--- src/design/text_console_cell_writer_top_macros.svh ---
// ----------------------------------------------------------------------------
// Text console cell writer: assertion macros
// Shared concurrent assertion forms, clocked on clk_i, gated by rst_ni.
// ----------------------------------------------------------------------------
`ifndef TEXT_CONSOLE_CELL_WRITER_TOP_MACROS_SVH
`define TEXT_CONSOLE_CELL_WRITER_TOP_MACROS_SVH

// same-cycle property
`define TCCW_ASSERT(name, prop, msg) \
  name: assert property (@(posedge clk_i) disable iff (!rst_ni) (prop)) else $error(msg);

// condition in one cycle implies consequence in the next
`define TCCW_ASSERT_NEXT(name, ante, cons, msg) \
  name: assert property (@(posedge clk_i) disable iff (!rst_ni) (ante) |=> (cons)) \
    else $error(msg);

`endif

--- src/design/tccw_pkg.sv ---
// ----------------------------------------------------------------------------
// Text console cell writer package
// Payload types, function codes, character constants and control structs.
// ----------------------------------------------------------------------------
package tccw_pkg;

  localparam int COLUMNS_DEF = 80;
  localparam int ROWS_DEF    = 25;

  localparam logic [2:0] FUNC_PUT    = 3'd0;
  localparam logic [2:0] FUNC_BACK   = 3'd1;
  localparam logic [2:0] FUNC_CLEAR  = 3'd2;
  localparam logic [2:0] FUNC_SCROLL = 3'd3;
  localparam logic [2:0] FUNC_READ   = 3'd4;

  localparam logic [7:0] NEWLINE_CODE = 8'd10;
  localparam logic [7:0] BLANK_CODE   = 8'd32;

  typedef logic [15:0] cell_t;

  typedef struct packed {
    logic [2:0] func;
    logic [7:0] char_code;
    logic [7:0] color;
    logic [6:0] min_col;
    logic [4:0] read_row;
    logic [6:0] read_col;
  } in_t;

  typedef struct packed {
    logic [4:0]  cursor_row;
    logic [6:0]  cursor_col;
    logic [15:0] cell_value;
    logic        dropped;
  } out_t;

  typedef struct packed {
    logic take;
    logic exec;
    logic copy;
    logic fill;
    logic load_out;
    logic value_sel;
  } ctl_cmd_t;

  typedef struct packed {
    logic [2:0] func;
    logic       copy_last;
    logic       fill_last;
    logic       out_free;
  } dp_sts_t;

endpackage

--- src/design/tccw_ctrl.sv ---
// ----------------------------------------------------------------------------
// Text console cell writer controller
// Sequences accept, execute, cell read, scroll copy, blank fill and response.
// ----------------------------------------------------------------------------
`include "text_console_cell_writer_top_macros.svh"

module tccw_ctrl import tccw_pkg::*; (
  input  logic     clk_i,
  input  logic     rst_ni,
  input  logic     in_valid_i,
  output logic     in_ready_o,
  input  dp_sts_t  sts_i,
  output ctl_cmd_t cmd_o
);

  typedef enum logic [5:0] {
    ST_IDLE = 6'b000001,
    ST_EXEC = 6'b000010,
    ST_READ = 6'b000100,
    ST_COPY = 6'b001000,
    ST_FILL = 6'b010000,
    ST_RESP = 6'b100000
  } state_e;

  state_e state_q, state_d;

  always_comb begin
    state_d    = state_q;
    cmd_o      = '0;
    in_ready_o = 1'b0;
    case (state_q)
      ST_IDLE: begin
        in_ready_o = 1'b1;
        if (in_valid_i) begin
          cmd_o.take = 1'b1;
          state_d    = ST_EXEC;
        end
      end
      ST_EXEC: begin
        case (sts_i.func)
          FUNC_READ: begin
            cmd_o.exec = 1'b1;
            state_d    = ST_READ;
          end
          FUNC_CLEAR: begin
            cmd_o.exec = 1'b1;
            state_d    = ST_FILL;
          end
          FUNC_SCROLL: begin
            cmd_o.exec = 1'b1;
            state_d    = ST_COPY;
          end
          default: begin
            if (sts_i.out_free) begin
              cmd_o.exec     = 1'b1;
              cmd_o.load_out = 1'b1;
              state_d        = ST_IDLE;
            end
          end
        endcase
      end
      ST_READ: begin
        if (sts_i.out_free) begin
          cmd_o.load_out  = 1'b1;
          cmd_o.value_sel = 1'b1;
          state_d         = ST_IDLE;
        end
      end
      ST_COPY: begin
        cmd_o.copy = 1'b1;
        if (sts_i.copy_last) begin
          state_d = ST_FILL;
        end
      end
      ST_FILL: begin
        cmd_o.fill = 1'b1;
        if (sts_i.fill_last) begin
          state_d = ST_RESP;
        end
      end
      ST_RESP: begin
        if (sts_i.out_free) begin
          cmd_o.load_out = 1'b1;
          state_d        = ST_IDLE;
        end
      end
      default: begin
        state_d = ST_IDLE;
      end
    endcase
  end

  always_ff @(posedge clk_i or negedge rst_ni) begin
    if (!rst_ni) begin
      state_q <= ST_IDLE;
    end else begin
      state_q <= state_d;
    end
  end

  `TCCW_ASSERT(a_ready_quiet, in_ready_o |-> !(cmd_o.exec || cmd_o.copy || cmd_o.fill), "ready while busy")
  `TCCW_ASSERT_NEXT(a_take_exec, cmd_o.take, state_q == ST_EXEC, "transfer not followed by execute")
  `TCCW_ASSERT(a_load_free, cmd_o.load_out |-> sts_i.out_free, "result loaded into full output")

endmodule

--- config.mk ---
export PLATFORM = sky130hd
export DESIGN_NAME = tccw_ctrl
export DESIGN_NICKNAME = d
export VERILOG_FILES = /design/src/design/tccw_pkg.sv /design/src/design/tccw_ctrl.sv
export VERILOG_INCLUDE_DIRS = /design/src /design/src/design
export SDC_FILE = /design/constraint.sdc
export NUM_CORES = 1
export LEC_CHECK = 0
export BUFFER_PORTS_ARGS = -buffer_cell sky130_fd_sc_hd__buf_2
export CAP_MARGIN = 20
export CORE_AREA = 2 2 39 41
export CTS_CLUSTER_SIZE = 8
export DETAILED_ROUTE_END_ITERATION = 8
export DIE_AREA = 0 0 41 43
export GPL_TIMING_DRIVEN = 0
export SETUP_SLACK_MARGIN = 0.5
export SLEW_MARGIN = 20
export SYNTH_ARGS = -nofsm -noshare
export SYNTH_HDL_FRONTEND = slang
export SYNTH_SLANG_ARGS = --single-unit
--- constraint.sdc ---
create_clock -name clk_i -period 3.6 [get_ports clk_i]
set_input_delay 0.18 -clock clk_i [delete_from_list [all_inputs] [get_ports clk_i]]
set_output_delay 0.18 -clock clk_i [all_outputs]
set_load 0.02 [all_outputs]
==> results.txt, run 1 <==
----------------------------------------------------
[Clock network]
  TritonCTS clock tree ... built
  Number of levels the H-tree was split into ... 1
  Clock sinks ... 6
  Post-CTS repair timing setup buffer count ... 0
  Maximum buffer depth of the clock tree ... 2
  Clock-pin slew on the worst setup and hold paths ... 0.04 ns
  Clock latency reported for the late side of the worst-skew pair ... 0.24 ns
  Inserted Clock Buffers ... 3
  Root cell of the clock tree ... clkbuf_4

[STA]
  Setup ws final ... 1.69 ns
  Setup Skew ... 0.000560 ns
  Accumulated negative setup slack ... 0 ns
  Unrepaired setup endpoints after global routing ... false
  Highest Clock Rate ... 524 MHz
  Final number of setup-violating endpoints ... 0
  Clock period minus final worst setup slack ... 1.91 ns
  Final hold violations ... 0
  Measured slew at the worst slew-check pin ... 0.321 ns
  Max-slew headroom at the worst pin ... 0.784
  Post-route fraction of the period consumed by the critical path ... 0.530
  Final number of max-transition violations ... 0

[Placed design]
  Count of buffers from port buffering ... 15
  Worst slack at placement ... 1.94 ns
  Weighted congestion at the end of routability-driven global placement ... 0.731
  DP Wirelength ... 818 um

[Hold path]
  Class of the worst hold path ... in2reg
  Worst Hold Path Cells ... 2

[Global routing]
  Via count of the first global-routing pass ... 413
  Number of antenna violations at the first check in global routing ... 0
  Total track usage ... 0.144
  Sum of overflow across all layers after global routing ... 0
  Maximum number of pins on one net before global-route repair ... 8
  First-pass GRT wire length ... 1660 um

[Worst setup path]
  Largest driver fanout on the critical path ... 6
  Critical path class ... reg2out
  Signal arrival time at the worst endpoint ... 1.73 ns
  FF-to-FF path depth ... 4
  Data required time of the critical path ... 3.42 ns
  Type of element launching the critical path ... flop
  Endpoint kind of the worst setup timing path ... primary output

[Outcome]
  Run status ... finished clean

[Power]
  Pwr per Cell Area ... 519 nW/um^2
  Peak supply drop ... 201 uV
  Leakage power of the design ... 0.267 nW

[Yosys]
  Syn Nets ... 58
  Netlist area before placement ... 438 sq um
  Post-synthesis cell count ... 49
  Share of synthesized area occupied by flip-flops and latches ... 0.346
  Main area contributors after synthesis ... dfrtp_1 29%, dfstp_2 6.0%, nor4b_4 5.4%, nand2b_1 4.3%, nor2_1 4.3%
  Post-synth EDFFs ... 0
  Number of storage elements in the synthesis netlist ... 6
  Post-Syn Area per Cell ... 8.94 sq um
  Area leader, netlist ... dfrtp_1
  Leading register cell type out of synthesis ... dfrtp_1
  Area share of the largest cell type after synthesis ... 0.286
  Asr flop ratio synth ... 1.00
  Most frequent cells after synthesis ... 5 x dfrtp_1, 5 x nor2_1, 3 x inv_1, 3 x nand2b_1, 3 x o21ai_0
  Count of cell types in the netlist ... 31
  Syn. warnings ... 0

[Drt]
  ANT nets after route ... 0
  Detailed Routing Iterations Pass 1 ... 3
  Routed vias/inst ... 5.00
  Routed wirelength normalized by instance count ... 11.1 um
  Overall via count from detail_route ... 425
  Detailed-route wire length ... 947 um
  First-iteration detailed-routing DRC count ... 9
  Number of design rule violations left after detail routing ... 0

[Cells and area]
  Top reg by flops ... state_q
  Fill cells ... 150
  Fraction of layout instances using a drive strength above 1 ... 0.377
  Largest register FFs ... 6
  Area added between synthesis and finish ... 30.0%
  Antenna Cells ... 0
  Final net count ... 79
  Registers with the highest flip-flop counts ... state_q: 6 flops

[Floorplan]
  Horizontal extent of the die ... 41 um
  I/O Pins ... 16
  Area of the core ... 1380 sq um
  Die footprint ... 1760 sq um
  Row cnt ... 14
  Initial standard-cell utilization of the core ... 0.316
  Die outline height ... 43 um

[Job]
  Max-capacitance violation count ... 0

----------------------------------------------------
[kinds of logic after synthesis]
kind of cell / synth area share
AO/OA/AOI/OAI: 0.226
XOR/XNOR: 0.0200
buffers and inverters: 0.0343
flip-flops: 0.346
AND/OR/NAND/NOR: 0.374
[report_power, final]
part	leakage [nW]	switching [mW]	internal, mW
clock	0.0150	0.0231	0.0419
sequential	0.0796	0.0139	0.0840
combinational	0.173	0.0728	0.0597
total	0.267	0.110	0.186
[final timing paths]
path                       slack [ns]                endpoint                   start
min in group asynchronous        0.29  state_q[5]$_DFFE_PN0P_                  rst_ni
max in group asynchronous        3.09  state_q[0]$_DFFE_PN1P_                  rst_ni
setup reg to reg                 2.15  state_q[4]$_DFFE_PN0P_  state_q[5]$_DFFE_PN0P_
hold / removal                   0.15  state_q[3]$_DFFE_PN0P_                sts_i[2]
setup / recovery                 1.69                cmd_o[1]  state_q[5]$_DFFE_PN0P_
hold reg to reg                  0.64  state_q[0]$_DFFE_PN1P_  state_q[0]$_DFFE_PN1P_
[through the flow]
stage | power (mW) | util | hold slack [ns] | area, sq um | std cells
finish | 0.295 | 0.411 | 0.153 | 569 | 85
floorplan | 0.195 | - | -0.116 | 438 | 49
detailed placement | 0.232 | 0.385 | 0.00853 | 533 | 80
global placement | 0.231 | 0.385 | 0.00366 | 533 | 80
CTS | 0.300 | 0.411 | 0.147 | 569 | 85
global route | 0.317 | 0.411 | 0.161 | 569 | 85
[metal layers]
layer	part of all wire	track usage	routed length [um]
met5	0	0	0
met4	0.0095	0.100	9
met3	0.022	0.0157	21
met2	0.53	0.222	503
met1	0.44	0.175	413
[critical path, stage by stage (launching register included)]
cell,delay (ns)
dfrtp_1,0.47
nor3_2,0.29
nand3b_2,0.16
o21ai_1,0.26
and2_1,0.16
buf_2,0.15
[cell type report]
cell class              count  area [sq um]  share of cell area
repair buffers             16          85.1               0.149
multi-input cells          39           272               0.477
well taps                  16          20.0              0.0352
flip-flops and latches      6           151               0.266
clock buffers               4          26.3              0.0462
inverters                   4          15.0              0.0264
[cells in the final DEF (no fill, tap or decap), drive strengths merged]
cell type / n
xor2: 1
a32o: 1
nand3: 2
o221ai: 1
and2b: 1
o21ai: 4
o22a: 1
dfrtp: 5
and2: 2
nand2: 2
nor4b: 1
nor2b: 1
buf: 15
dlygate4sd3: 1
nor2: 5
nand2b: 3
o22ai: 2
nor4: 1
and3: 1
inv: 4
a21oi: 2
or2: 1
o211ai: 1
or3: 1
o2bb2ai: 1
nand3b: 1
a31oi: 1
dfstp: 1
clkbuf: 4
nor3: 2
[repair_timing]
item                                   in CTS  in global routing
endpoints found under the hold margin       6                  0
hold buffers                                1                  0
gates resized for setup                     0                  0
Power figures use the tool's default switching activity.
==> inputs of run 2 (changes only) <==
Clock period 3.6 ns to 1.92 ns, I/O delays scaled along.
==> results.txt, run 2 (same netlist as run 1, synthesis figures left out) <==
----------------------------------------------------
[Worst setup path]
  Data required time of the critical path ... 1.82 ns (was 3.42 ns)
  Largest stage delay on the critical path ... 0.46 ns (was 0.47 ns)
  Max stage delay cell, worst path ... dfrtp_2 (was dfrtp_1)
  Total buffers and inverters traversed by the critical path ... 1 (unchanged)
  Worst path cell trace ... xor2_1 -> nand3_2 -> o21ai_2 -> and2_1 -> buf_4 (was nor3_2 -> nand3b_2 -> o21ai_1 -> and2_1 -> buf_2)
  Endpoint kind of the worst setup timing path ... primary output (unchanged)
  Family of cells with the greatest summed delay on the critical path ... flip-flops (was simple AND/OR/NAND/NOR gates)
  Critical path class ... reg2out (unchanged)
  Signal arrival time at the worst endpoint ... 1.50 ns (was 1.73 ns)
  Type of element launching the critical path ... flop (unchanged)
  Largest driver fanout on the critical path ... 7 (was 6)

[Global routing]
  First-pass GRT wire length ... 2050 um (was 1660 um)
  Number of antenna violations at the first check in global routing ... 0 (unchanged)
  Total track usage ... 0.171 (was 0.144)
  GR peak layer ... met2 (unchanged)
  Met3 usage ... 0.00524 (was 0.0157)
  Via count of the first global-routing pass ... 510 (was 413)
  Met2 usage in global routing ... 0.303 (was 0.222)
  Sum of overflow across all layers after global routing ... 0 (unchanged)
  Maximum number of pins on one net before global-route repair ... 8 (unchanged)
  Global-route track usage on met1 ... 0.188 (was 0.175)

[Drt]
  Detailed-route wire length ... 1310 um (was 947 um)
  Overall via count from detail_route ... 487 (was 425)
  ANT nets after route ... 0 (unchanged)
  Routed vias/inst ... 5.13 (was 5.00)
  Number of design rule violations left after detail routing ... 0 (unchanged)
  Routed wirelength normalized by instance count ... 13.8 um (was 11.1 um)
  Detailed Routing Iterations Pass 1 ... 3 (unchanged)
  First-iteration detailed-routing DRC count ... 7 (was 9)

[Cells and area]
  Fill cells ... 137 (was 150)
  Top reg by flops ... state_q (unchanged)
  Registers with the highest flip-flop counts ... state_q: 6 flops (unchanged)
  Area added between synthesis and finish ... 71.7% (was 30.0%)
  Final net count ... 89 (was 79)
  Antenna Cells ... 0 (unchanged)
  Most used cells in the layout excluding fill and tap cells ... 12 x buf_4, 8 x buf_2, 5 x buf_6 (was 15 x buf_2, 5 x nor2_1, 5 x dfrtp_1)
  Largest register FFs ... 6 (unchanged)
  Fraction of layout instances using a drive strength above 1 ... 0.620 (was 0.377)
  Most common cell after layout, fill and taps aside ... buf_4 (was buf_2)

[STA]
  Clock period minus final worst setup slack ... 1.60 ns
  Highest Clock Rate ... 627 MHz
  Final number of setup-violating endpoints ... 0 (unchanged)
  Setup Skew ... 0.0104 ns (was 0.000560 ns)
  Accumulated negative setup slack ... 0 ns (unchanged)
  Measured slew at the worst slew-check pin ... 0.458 ns (was 0.321 ns)
  Max-slew headroom at the worst pin ... 0.691 (was 0.784)
  Final hold violations ... 0 (unchanged)
  Unrepaired setup endpoints after global routing ... true (was false)
  Post-route fraction of the period consumed by the critical path ... 0.831
  Final number of max-transition violations ... 0 (unchanged)

[Job]
  Max-capacitance violation count ... 0 (unchanged)

[Placed design]
  Weighted congestion at the end of routability-driven global placement ... 0.736 (was 0.731)
  Count of buffers from port buffering ... 15 (unchanged)
  DP Wirelength ... 848 um (was 818 um)

[Clock network]
  TritonCTS clock tree ... built (unchanged)
  Number of levels the H-tree was split into ... 1 (unchanged)
  Maximum buffer depth of the clock tree ... 2 (unchanged)
  Clock sinks ... 6 (unchanged)
  Clock-pin slew on the worst setup and hold paths ... 0.05 ns (was 0.04 ns)
  Clock latency reported for the late side of the worst-skew pair ... 0.24 ns (about the same)
  Root cell of the clock tree ... clkbuf_4 (unchanged)
  Inserted Clock Buffers ... 3 (unchanged)

[Floorplan]
  Row cnt ... 14 (unchanged)
  Die outline height ... 43 um (unchanged)
  Horizontal extent of the die ... 41 um (unchanged)
  Die footprint ... 1760 sq um (unchanged)
  I/O Pins ... 16 (unchanged)
  Initial standard-cell utilization of the core ... 0.316 (unchanged)
  Area of the core ... 1380 sq um (unchanged)

[Outcome]
  Run status ... finished clean (unchanged)

[Power]
  Peak supply drop ... 479 uV (was 201 uV)
  Pwr per Cell Area ... 984 nW/um^2 (was 519 nW/um^2)
  Leakage power of the design ... 0.336 nW (was 0.267 nW)
  Post-layout power ... 740 uW (was 295 uW)

[Hold path]
  Class of the worst hold path ... in2reg (unchanged)

----------------------------------------------------
==> run 2: path summary, 6_finish.rpt <==
path | startpoint | endpoint | slack (ns) | cells past startpoint
max reg2reg | state_q[1]$_DFFE_PN0P_ | state_q[4]$_DFFE_PN0P_ | 0.47 | 5
min | sts_i[3] | state_q[4]$_DFFE_PN0P_ | 0.09 | 2
min reg2reg | state_q[5]$_DFFE_PN0P_ | state_q[5]$_DFFE_PN0P_ | 0.63 | 1
min in group asynchronous | rst_ni | state_q[4]$_DFFE_PN0P_ | 0.20 | 2
max in group asynchronous | rst_ni | state_q[0]$_DFFE_PN1P_ | 1.49 | 2
max | state_q[2]$_DFFE_PN0P_ | cmd_o[1] | 0.32 | 5
==> run 2: worst reg2reg max path: cells and delay by family, from the launching register on <==
family / cells / cell delay [ns]
buf+inv: 2 / 0.19
compound gates: 1 / 0.14
simple gates: 2 / 0.65
flops: 1 / 0.39
==> run 2: power by group <==
group          internal (mW)  leakage (nW)  switching, mW
Combinational          0.230         0.246          0.213
Sequential             0.157        0.0746         0.0200
Clock                 0.0784        0.0150         0.0407
==> run 2: layer usage <==
metal / wire length [um] / vias up
li1: - / 239
met1: 530 / 235
met2: 712 / 9
met3: 32 / 4
met4: 32 / 0
met5: 0 / -
==> run 2: layout make-up <==
| cell class | instances | area (sq um) | area share |
|---|---|---|---|
| multi-input combinational | 39 | 339 | 0.451 |
| timing repair buffer | 26 | 196 | 0.261 |
| tap | 16 | 20.0 | 0.0266 |
| clock buffer | 4 | 26.3 | 0.0349 |
| sequential | 6 | 155 | 0.206 |
| inverter | 4 | 15.0 | 0.0200 |
==> run 2: through the flow <==
step	std cells	util	hold WS (ns)	instance area, sq um	worst slack [ns]
after global routing	95	0.543	0.100	752	0.256
after detailed placement	80	0.391	-0.0758	541	0.324
after global placement	80	0.391	-0.0831	541	0.316
after CTS	95	0.524	0.0867	726	0.328
final	95	0.543	0.0917	752	0.325
after floorplan	49	-	-0.200	445	0.424
==> run 2: repair_timing <==
| item | CTS | global route |
|---|---|---|
| hold buffers | 1 | 0 |
| setup endpoints to repair | 12 | 11 |
| setup buffers | 10 | 0 |
| gates resized for setup | 22 | 6 |
| hold endpoints to repair | 6 | 0 |
| pin swaps | 8 | 6 |
